<file path="src/rtl/core/kaef_pkg.sv">
`default_nettype none
package kaef_pkg;

  localparam logic [1:0] OP_SCAN     = 2'd0;
  localparam logic [1:0] OP_POP      = 2'd1;
  localparam logic [1:0] OP_FLUSH    = 2'd2;
  localparam logic [1:0] OP_PUSHBACK = 2'd3;

  localparam logic [1:0] REG_FIRST_DELAY   = 2'd0;
  localparam logic [1:0] REG_INTERVAL      = 2'd1;
  localparam logic [1:0] REG_RELEASE_DELAY = 2'd2;

  localparam logic [14:0] FIRST_DELAY_RST   = 15'd400;
  localparam logic [14:0] INTERVAL_RST      = 15'd100;
  localparam logic [14:0] RELEASE_DELAY_RST = 15'd50;

  localparam logic [7:0] RELEASE_FLAG = 8'h80;

  typedef struct packed {
    logic       push;
    logic [7:0] code;
    logic       advance;
    logic       flush;
  } ring_ctl_t;

  typedef struct packed {
    logic       empty;
    logic [7:0] head;
    logic [3:0] count;
  } ring_sts_t;

endpackage
`default_nettype wire

</file>
<file path="src/rtl/core/kaef_ring.sv">
`default_nettype none
module kaef_ring #(
  parameter int RING_DEPTH = 16
) (
  input  wire logic                 clk,
  input  wire logic                 rst_n,
  input  wire kaef_pkg::ring_ctl_t  ctl,
  output kaef_pkg::ring_sts_t       sts
);
  import kaef_pkg::*;

  localparam int RW = (RING_DEPTH > 1) ? $clog2(RING_DEPTH) : 1;

  logic [7:0]    mem [RING_DEPTH];
  logic [7:0]    head_q;
  logic [RW-1:0] wr_r, wr_nxt, rd_r, rd_nxt;
  logic [RW-1:0] wr_inc, rd_inc;
  logic          full;
  logic [RW:0]   diff;
  logic [RW+3:0] diff_ext;

  assign wr_inc = (wr_r == RW'(RING_DEPTH - 1)) ? '0 : wr_r + RW'(1);
  assign rd_inc = (rd_r == RW'(RING_DEPTH - 1)) ? '0 : rd_r + RW'(1);
  assign full   = (wr_inc == rd_r);

  always_comb begin
    wr_nxt = wr_r;
    rd_nxt = rd_r;
    if (ctl.push && !full) begin
      wr_nxt = wr_inc;
    end
    if (ctl.flush) begin
      rd_nxt = wr_r;
    end else if (ctl.advance) begin
      rd_nxt = rd_inc;
    end
  end

  always_ff @(posedge clk) begin
    if (!rst_n) begin
      wr_r <= '0;
      rd_r <= '0;
    end else begin
      wr_r <= wr_nxt;
      rd_r <= rd_nxt;
    end
  end

  always_ff @(posedge clk) begin
    if (ctl.push && !full) begin
      mem[wr_r] <= ctl.code;
    end
    head_q <= mem[rd_r];
  end

  always_comb begin
    if (wr_r >= rd_r) begin
      diff = {1'b0, wr_r} - {1'b0, rd_r};
    end else begin
      diff = {1'b0, wr_r} + (RW+1)'(RING_DEPTH) - {1'b0, rd_r};
    end
    diff_ext = {3'b000, diff};
  end

  assign sts.empty = (wr_r == rd_r);
  assign sts.head  = head_q;
  assign sts.count = diff_ext[3:0];

  a_full_drop: assert property (@(posedge clk) disable iff (!rst_n)
    (ctl.push && full) |=> $stable(wr_r))
    else $error("push into a full ring moved the write pointer");

  a_no_pop_empty: assert property (@(posedge clk) disable iff (!rst_n)
    (ctl.advance && !ctl.flush) |-> (wr_r != rd_r))
    else $error("read pointer advanced on an empty ring");

endmodule
`default_nettype wire

</file>
<file path="src/rtl/core/keypad_autorepeat_event_fifo_top.sv">
`default_nettype none
// channel | dir | handshake              | payload
// in      | in  | in_tvalid / in_tready  | tuser op, tdata buttons, time_ms, pushback_code
// out     | out | out_tvalid / out_tready| tdata event_code, pressed_map, buffered_count
// cfg     | in  | cfg_valid / cfg_ready  | cfg_index, cfg_data
// a scan request sweeps the keys in turn: one key memory read and at most one ring write per key
// a pop served from the ring passes through S_POP (ring memory read) to S_DONE; other requests go straight to S_DONE
// one request at a time; the next is taken once the result sits in the output register
// output register stalls only the final step when a result is still waiting
// synchronous reset clears key flags, pointers and push-back slot; memories are not cleared
module keypad_autorepeat_event_fifo_top #(
  parameter int NUM_KEYS   = 8,
  parameter int RING_DEPTH = 16
) (
  input  wire logic        clk,
  input  wire logic        rst_n,
  input  wire logic        in_tvalid,
  output logic             in_tready,
  input  wire logic [31:0] in_tdata,   // buttons[7:0], time_ms[23:8], pushback_code[31:24]
  input  wire logic [1:0]  in_tuser,   // op[1:0]
  output logic             out_tvalid,
  input  wire logic        out_tready,
  output logic [23:0]      out_tdata,  // event_code[7:0], pressed_map[15:8], buffered_count[19:16]
  input  wire logic        cfg_valid,
  output logic             cfg_ready,
  input  wire logic [1:0]  cfg_index,
  input  wire logic [14:0] cfg_data
);
  import kaef_pkg::*;

  localparam int KW = (NUM_KEYS > 1) ? $clog2(NUM_KEYS) : 1;
  localparam int CW = $clog2(NUM_KEYS + 1);

  localparam logic [1:0] S_IDLE = 2'd0;
  localparam logic [1:0] S_SCAN = 2'd1;
  localparam logic [1:0] S_POP  = 2'd2;
  localparam logic [1:0] S_DONE = 2'd3;

  function automatic logic elapsed(input logic [15:0] now, input logic [15:0] stamp,
                                   input logic [14:0] lim);
    logic [15:0] d;
    d = now - stamp;
    return !d[15] && (d[14:0] >= lim);
  endfunction

  logic [14:0] first_delay_r, interval_r, release_delay_r;

  logic [1:0]    state_r, state_nxt;
  logic [CW-1:0] cnt_r, cnt_nxt;
  logic [NUM_KEYS-1:0] held_r, held_nxt;
  logic [7:0]    pb_r, pb_nxt;
  logic [7:0]    ev_r, ev_nxt;
  logic [NUM_KEYS-1:0] btn_r;
  logic [15:0]   now_r;

  logic          out_valid_r;
  logic [23:0]   out_data_r;

  logic [31:0]   kmem [NUM_KEYS];
  logic [31:0]   key_q;
  logic [KW-1:0] key_ra;
  logic          key_we;
  logic [31:0]   key_wd;

  ring_ctl_t     rctl;
  ring_sts_t     rsts;

  logic          in_acc;
  logic [CW-1:0] pk_full;
  logic [KW-1:0] pk;
  logic          down, held;
  logic [15:0]   nrt_old, nrt_new;
  logic [7:0]    code;
  logic [7:0]    map8;
  logic          out_free;

  logic [NUM_KEYS-1:0] btn_in;
  for (genvar g = 0; g < NUM_KEYS; g++) begin : g_btn
    if (g < 8) begin : g_on
      assign btn_in[g] = in_tdata[g];
    end else begin : g_off
      assign btn_in[g] = 1'b0;
    end
  end

  for (genvar g = 0; g < 8; g++) begin : g_map
    if (g < NUM_KEYS) begin : g_on
      assign map8[g] = held_r[g];
    end else begin : g_off
      assign map8[g] = 1'b0;
    end
  end

  assign cfg_ready = 1'b1;
  always_ff @(posedge clk) begin
    if (!rst_n) begin
      first_delay_r   <= FIRST_DELAY_RST;
      interval_r      <= INTERVAL_RST;
      release_delay_r <= RELEASE_DELAY_RST;
    end else if (cfg_valid) begin
      unique case (cfg_index)
        REG_FIRST_DELAY:   first_delay_r   <= cfg_data;
        REG_INTERVAL:      interval_r      <= cfg_data;
        REG_RELEASE_DELAY: release_delay_r <= cfg_data;
        default: ;
      endcase
    end
  end

  assign in_tready = (state_r == S_IDLE);
  assign in_acc    = in_tvalid && in_tready;
  assign out_free  = !out_valid_r || out_tready;

  assign pk_full = cnt_r - CW'(1);
  assign pk      = pk_full[KW-1:0];
  assign down    = btn_r[pk];
  assign held    = held_r[pk];
  assign nrt_old = key_q[31:16];
  assign code    = 8'((32'(pk) + 32'd1) & 32'h7F);
  assign nrt_new = now_r + {1'b0, first_delay_r} - {1'b0, interval_r};

  always_comb begin
    state_nxt = state_r;
    cnt_nxt   = cnt_r;
    held_nxt  = held_r;
    pb_nxt    = pb_r;
    ev_nxt    = ev_r;
    key_ra    = '0;
    key_we    = 1'b0;
    key_wd    = {nrt_old, now_r};
    rctl      = '0;
    unique case (state_r)
      S_IDLE: begin
        if (in_acc) begin
          ev_nxt = 8'h00;
          unique case (in_tuser)
            OP_SCAN: begin
              cnt_nxt   = CW'(1);
              state_nxt = S_SCAN;
            end
            OP_POP: begin
              if (pb_r != 8'h00) begin
                ev_nxt    = pb_r;
                pb_nxt    = 8'h00;
                state_nxt = S_DONE;
              end else if (rsts.empty) begin
                state_nxt = S_DONE;
              end else begin
                state_nxt = S_POP;
              end
            end
            OP_FLUSH: begin
              rctl.flush = 1'b1;
              pb_nxt     = 8'h00;
              state_nxt  = S_DONE;
            end
            OP_PUSHBACK: begin
              pb_nxt    = in_tdata[31:24];
              state_nxt = S_DONE;
            end
            default: ;
          endcase
        end
      end
      S_SCAN: begin
        key_ra = cnt_r[KW-1:0];
        if (down) begin
          key_we = 1'b1;
          if (!held) begin
            key_wd       = {nrt_new, now_r};
            held_nxt[pk] = 1'b1;
            rctl.push    = 1'b1;
            rctl.code    = code;
          end else if (elapsed(now_r, nrt_old, interval_r)) begin
            key_wd    = {now_r, now_r};
            rctl.push = 1'b1;
            rctl.code = code;
          end
        end else if (held && elapsed(now_r, key_q[15:0], release_delay_r)) begin
          held_nxt[pk] = 1'b0;
          rctl.push    = 1'b1;
          rctl.code    = code | RELEASE_FLAG;
        end
        if (cnt_r == CW'(NUM_KEYS)) begin
          state_nxt = S_DONE;
        end else begin
          cnt_nxt = cnt_r + CW'(1);
        end
      end
      S_POP: begin
        ev_nxt       = rsts.head;
        rctl.advance = 1'b1;
        state_nxt    = S_DONE;
      end
      S_DONE: begin
        if (out_free) begin
          state_nxt = S_IDLE;
        end
      end
      default: state_nxt = S_IDLE;
    endcase
  end

  always_ff @(posedge clk) begin
    if (!rst_n) begin
      state_r     <= S_IDLE;
      cnt_r       <= '0;
      held_r      <= '0;
      pb_r        <= 8'h00;
      out_valid_r <= 1'b0;
    end else begin
      state_r <= state_nxt;
      cnt_r   <= cnt_nxt;
      held_r  <= held_nxt;
      pb_r    <= pb_nxt;
      if (state_r == S_DONE && out_free) begin
        out_valid_r <= 1'b1;
      end else if (out_tready) begin
        out_valid_r <= 1'b0;
      end
    end
  end

  always_ff @(posedge clk) begin
    ev_r <= ev_nxt;
    if (in_acc) begin
      btn_r <= btn_in;
      now_r <= in_tdata[23:8];
    end
    if (state_r == S_DONE && out_free) begin
      out_data_r <= {4'h0, rsts.count, map8, ev_r};
    end
  end

  always_ff @(posedge clk) begin
    if (key_we) begin
      kmem[pk] <= key_wd;
    end
    key_q <= kmem[key_ra];
  end

  kaef_ring #(
    .RING_DEPTH(RING_DEPTH)
  ) u_ring (
    .clk  (clk),
    .rst_n(rst_n),
    .ctl  (rctl),
    .sts  (rsts)
  );

  assign out_tvalid = out_valid_r;
  assign out_tdata  = out_data_r;

  a_scan_start: assert property (@(posedge clk) disable iff (!rst_n)
    (in_acc && in_tuser == OP_SCAN) |=> (state_r == S_SCAN && cnt_r == CW'(1)))
    else $error("scan request did not start the key sweep");

  a_pop_ring: assert property (@(posedge clk) disable iff (!rst_n)
    (state_r == S_POP) |-> (!rsts.empty && pb_r == 8'h00))
    else $error("ring pop with push-back pending or empty ring");

  a_scan_flow: assert property (@(posedge clk) disable iff (!rst_n)
    (state_r == S_SCAN) |=> (state_r == S_SCAN || state_r == S_DONE))
    else $error("key sweep left to an unexpected state");

  a_result_once: assert property (@(posedge clk) disable iff (!rst_n)
    (state_r == S_DONE && out_free) |=> (out_tvalid && state_r == S_IDLE))
    else $error("finished request did not reach the output register");

endmodule
`default_nettype wire

</file>
<file path="config.mk">
export PLATFORM = sky130hd
export DESIGN_NAME = keypad_autorepeat_event_fifo_top
export DESIGN_NICKNAME = d
export VERILOG_FILES = /design/src/rtl/core/kaef_pkg.sv /design/src/rtl/core/kaef_ring.sv /design/src/rtl/core/keypad_autorepeat_event_fifo_top.sv
export SDC_FILE = /design/constraint.sdc
export NUM_CORES = 1
export LEC_CHECK = 0
export ABC_AREA = 1
export BUFFER_PORTS_ARGS = -buffer_cell sky130_fd_sc_hd__buf_2
export CAP_MARGIN = 30
export CORE_UTILIZATION = 50
export DETAILED_ROUTE_END_ITERATION = 8
export PLACE_DENSITY = 0.67
export SLEW_MARGIN = 20
export SYNTH_ARGS = -nofsm -noshare
export SYNTH_HDL_FRONTEND = slang
export SYNTH_SLANG_ARGS = --single-unit
</file>
<file path="constraint.sdc">
create_clock -name clk -period 9.73 [get_ports clk]
set_clock_uncertainty 0.15 [all_clocks]
set_input_delay 1.946 -clock clk [delete_from_list [all_inputs] [get_ports clk]]
set_output_delay 1.946 -clock clk [all_outputs]
set_load 0.1 [all_outputs]
</file>
==> results.md <==
- Clk slew on worst S/H paths: 60 ps
- Routed len/inst: 19.3 um
- Layout cells sized above 1: a little under a tenth
- FMAX: between 0.15 and 0.2 GHz
- Ys async rst share: 0%
- Synth unique cells: 50
- P&R area growth vs syn: 10.9%
- Num ports: 83
- Via Count: roughly 16k
- Hold Buf Count CTS: 0
- TritonCTS clock tree: done
- PostCTS Resize Cnt: 0
- Worst-margin pin slew: 1010 ps
- IR drop worst, VDD: between 0.00015 and 0.0002 V
- CP cell instances: inv_1, ha_1, fa_1, inv_1, a31oi_1, o21bai_1, a21boi_1, o21ai_0, xor2_1, ha_1, nand2_1, inv_1, nand2_1, nor2_1, nand2_1, nand3_1, nand2_1, inv_1, nand2_2, nand2_4, nand3_4, nor3_1
- Layout Nets: roughly 2.5k
- Critical-path top delay cell: nor3_1
- Post-synth EDFFs: between 300 and 400
- Dominant synthesized flop cell: edfxtp_1
- Post-route ant nets: 0
- Register-to-Register Path Depth: 22
- Root buffer cell: clkbuf_16
- Initial core utilization: between 50% and 60%
- CTS buffer count: 50
- Max cap viols: 0
- Setup Buffers After CTS: 0
- Tmin final: around 5000 ps
- Fill count: slightly below 4k
- Avg Inst Size Synth: around 10 um2
- Synth warnings: 0
- Final period util: between 50% and 60%
- Worst hold path class: reg2reg
- Slew headroom: between 30% and 40%
- RePlAce Congestion: around 0.94
- Die height: between 200 and 250 um
- Die area: between 40,000 and 50,000 um2
- Leak Pwr: between 0.01 and 0.015 uW
- Count leader, synth: nand2_1
- Initial DRC count: about 1.3k
- Antenna diodes: 0
- #FFs+latches synth: between 500 and 600
- Initial antenna violation count: 0
- Vias in the first global route: 16.1k
- Sum of negative setup slack: 0 ps
- DP HPWL: approximately 37 mm
- Crit Path Max Fanout: 22
- Port Buffers: 77
- Worst Setup Start Kind: flop
- RSZ-0062 raised after global routing: no
- Synth cell count leaders: nand2_1, edfxtp_1, inv_1
- Drt drc: 0
- Clock Latency Late Sink: ~600 ps
- First-pass GRT wire length: slightly below 90 mm
- CTS sink cnt: 501
- CP arrival: about 5200 ps
- Hold Slack: between 200 and 300 ps
- WS Path Type: reg2reg
- Vias per cell: around 5.6
- Worst hold path stage count: 0
- GRT Residual Overflow: 0
- Top cells by area, synth: edfxtp_1, dfxtp_1, nand2_1, ha_1, inv_1
- Tot GR Track Use: about a quarter
- Final setup viols: 0
- Synth top area share: between 50% and 60%
- Final Hold Viols: 0
- Htree depth: 2
- Core area: between 40,000 and 50,000 um2
- Synthesized area: 23,200 um2
- Row count: 78
- Setup crit end kind: flop
- Critical path's largest stage delay: approximately 610 ps
- Outcome: finished, final reports clean
- DIE WIDTH: between 200 and 250 um
- Leading area contributor after synthesis: edfxtp_1
- Max-slew violations: 0
- DRT Wirelength: 57.1 mm
- Syn Inst Count: roughly 2.3k
- Drt pass-1 iters: 5
- Clock buffer depth: 3
- Worst EP required: slightly below 10,000 ps
- Largest net degree at the start of global routing: 93
- Pwr per Cell Area: between 200 and 300 nW/um2
- Sequential element share of the synthesized area: 59.9%
flip-flops by register name (all words and copies together) (netlist names), 5 cells and up, named ones only:
signal and flops:
u_ring.head_q 5, ev_r 8, first_delay_r 15, kmem 256, release_delay_r 15, now_r 16
key_q 32, out_tdata 20, pb_r 8, btn_r 8, u_ring.mem 80, interval_r 15
path summary, 6_finish.rpt:
kind | startpoint | end | slack [ps]
worst max register to register | now_r[0] | u_ring.mem[1][3] | 4580
worst max-delay path | now_r[0] | u_ring.mem[1][3] | 4580
worst min-delay path | ev_r[5] | out_tdata[5] | 270
worst min register to register | ev_r[5] | out_tdata[5] | 270
placed cells by master (no fill, tap or decap), types with 9 or more instances in the layout:
cell | synthesis | routed
nand2_1 | 401 | 399
edfxtp_1 | 388 | 388
inv_1 | 254 | 254
nor2_1 | 191 | 190
o21ai_0 | 140 | 140
a21oi_1 | 138 | 137
dfxtp_1 | 113 | 112
nand3_1 | 90 | 90
ha_1 | 90 | 90
buf_2 | 9 | 78
clkbuf_16 | 0 | 51
o221ai_1 | 39 | 39
a31oi_1 | 38 | 38
nand3b_1 | 33 | 33
xor2_1 | 29 | 29
nand4_1 | 25 | 25
buf_4 | 7 | 25
nor3_1 | 24 | 23
fa_1 | 18 | 18
o22ai_1 | 17 | 17
xnor2_1 | 14 | 14
clkinv_1 | 2 | 13
o21ai_1 | 12 | 12
o211ai_1 | 12 | 12
inv_2 | 11 | 11
clkinv_2 | 0 | 11
a211oi_1 | 10 | 10
nand2_4 | 7 | 9
clkbuf_1 | 65 | 9
cells by family after synthesis:
| group | count (synthesis) | synth area share [%] |
|---|---|---|
| compound gates | 429 | 10.7 |
| xor+xnor | 43 | 1.62 |
| fa+ha+maj | 108 | 6.40 |
| buf+inv | 365 | 6.23 |
| flops | 501 | 59.9 |
| other cells | 2 | 0.0323 |
| simple gates | 803 | 15.1 |
area by class of cell:
| class | instances | area, um2 | share of cell area, % |
|---|---|---|---|
| Inverter | 268 | 1010 | 3.92 |
| Sequential cell | 501 | 13900 | 54.1 |
| Clock buffer | 63 | 1350 | 5.25 |
| Tap cell | 600 | 751 | 2.92 |
| Clock inverter | 27 | 180 | 0.700 |
| Multi-Input combinational cell | 1388 | 7920 | 30.8 |
| Timing Repair Buffer | 105 | 621 | 2.41 |
routing by layer:
| metal | vias up | track usage (%) | part of all wire (%) |
|---|---|---|---|
| li1 | 7889 | - | - |
| met1 | 7963 | 32.3 | 43 |
| met2 | 494 | 41.0 | 49 |
| met3 | 89 | 3.56 | 5.4 |
| met4 | 0 | 7.79 | 2.6 |
| met5 | - | 0 | 0 |
metrics by stage:
stage | cells | util (%) | area (um2) | setup WS, ps | total power, uW
after global routing | 2952 | 56.5 | 25700 | 4100 | 7230
after CTS | 2950 | 56.4 | 25700 | 4600 | 6870
after detailed placement | 2860 | 53.0 | 24200 | 4630 | 5050
after floorplan | 2254 | - | 23200 | 4300 | 4410
after global placement | 2859 | 53.0 | 24200 | 4790 | 5010
final | 2952 | 56.5 | 25700 | 4580 | 6850
worst max-delay path, delay by kind of cell, from the launching register on:
| kind | cells | cell delay, ps |
|---|---|---|
| buf+inv | 4 | 460 |
| flops | 1 | 500 |
| xor+xnor | 1 | 160 |
| compound gates | 4 | 920 |
| fa+ha+maj | 3 | 770 |
| simple gates | 10 | 1800 |
report_power, final:
part,switching [uW],internal (uW)
registers,129,2650
clock network,787,1030
logic,1600,661
No activity file was read; power rests on OpenSTA's default activity.
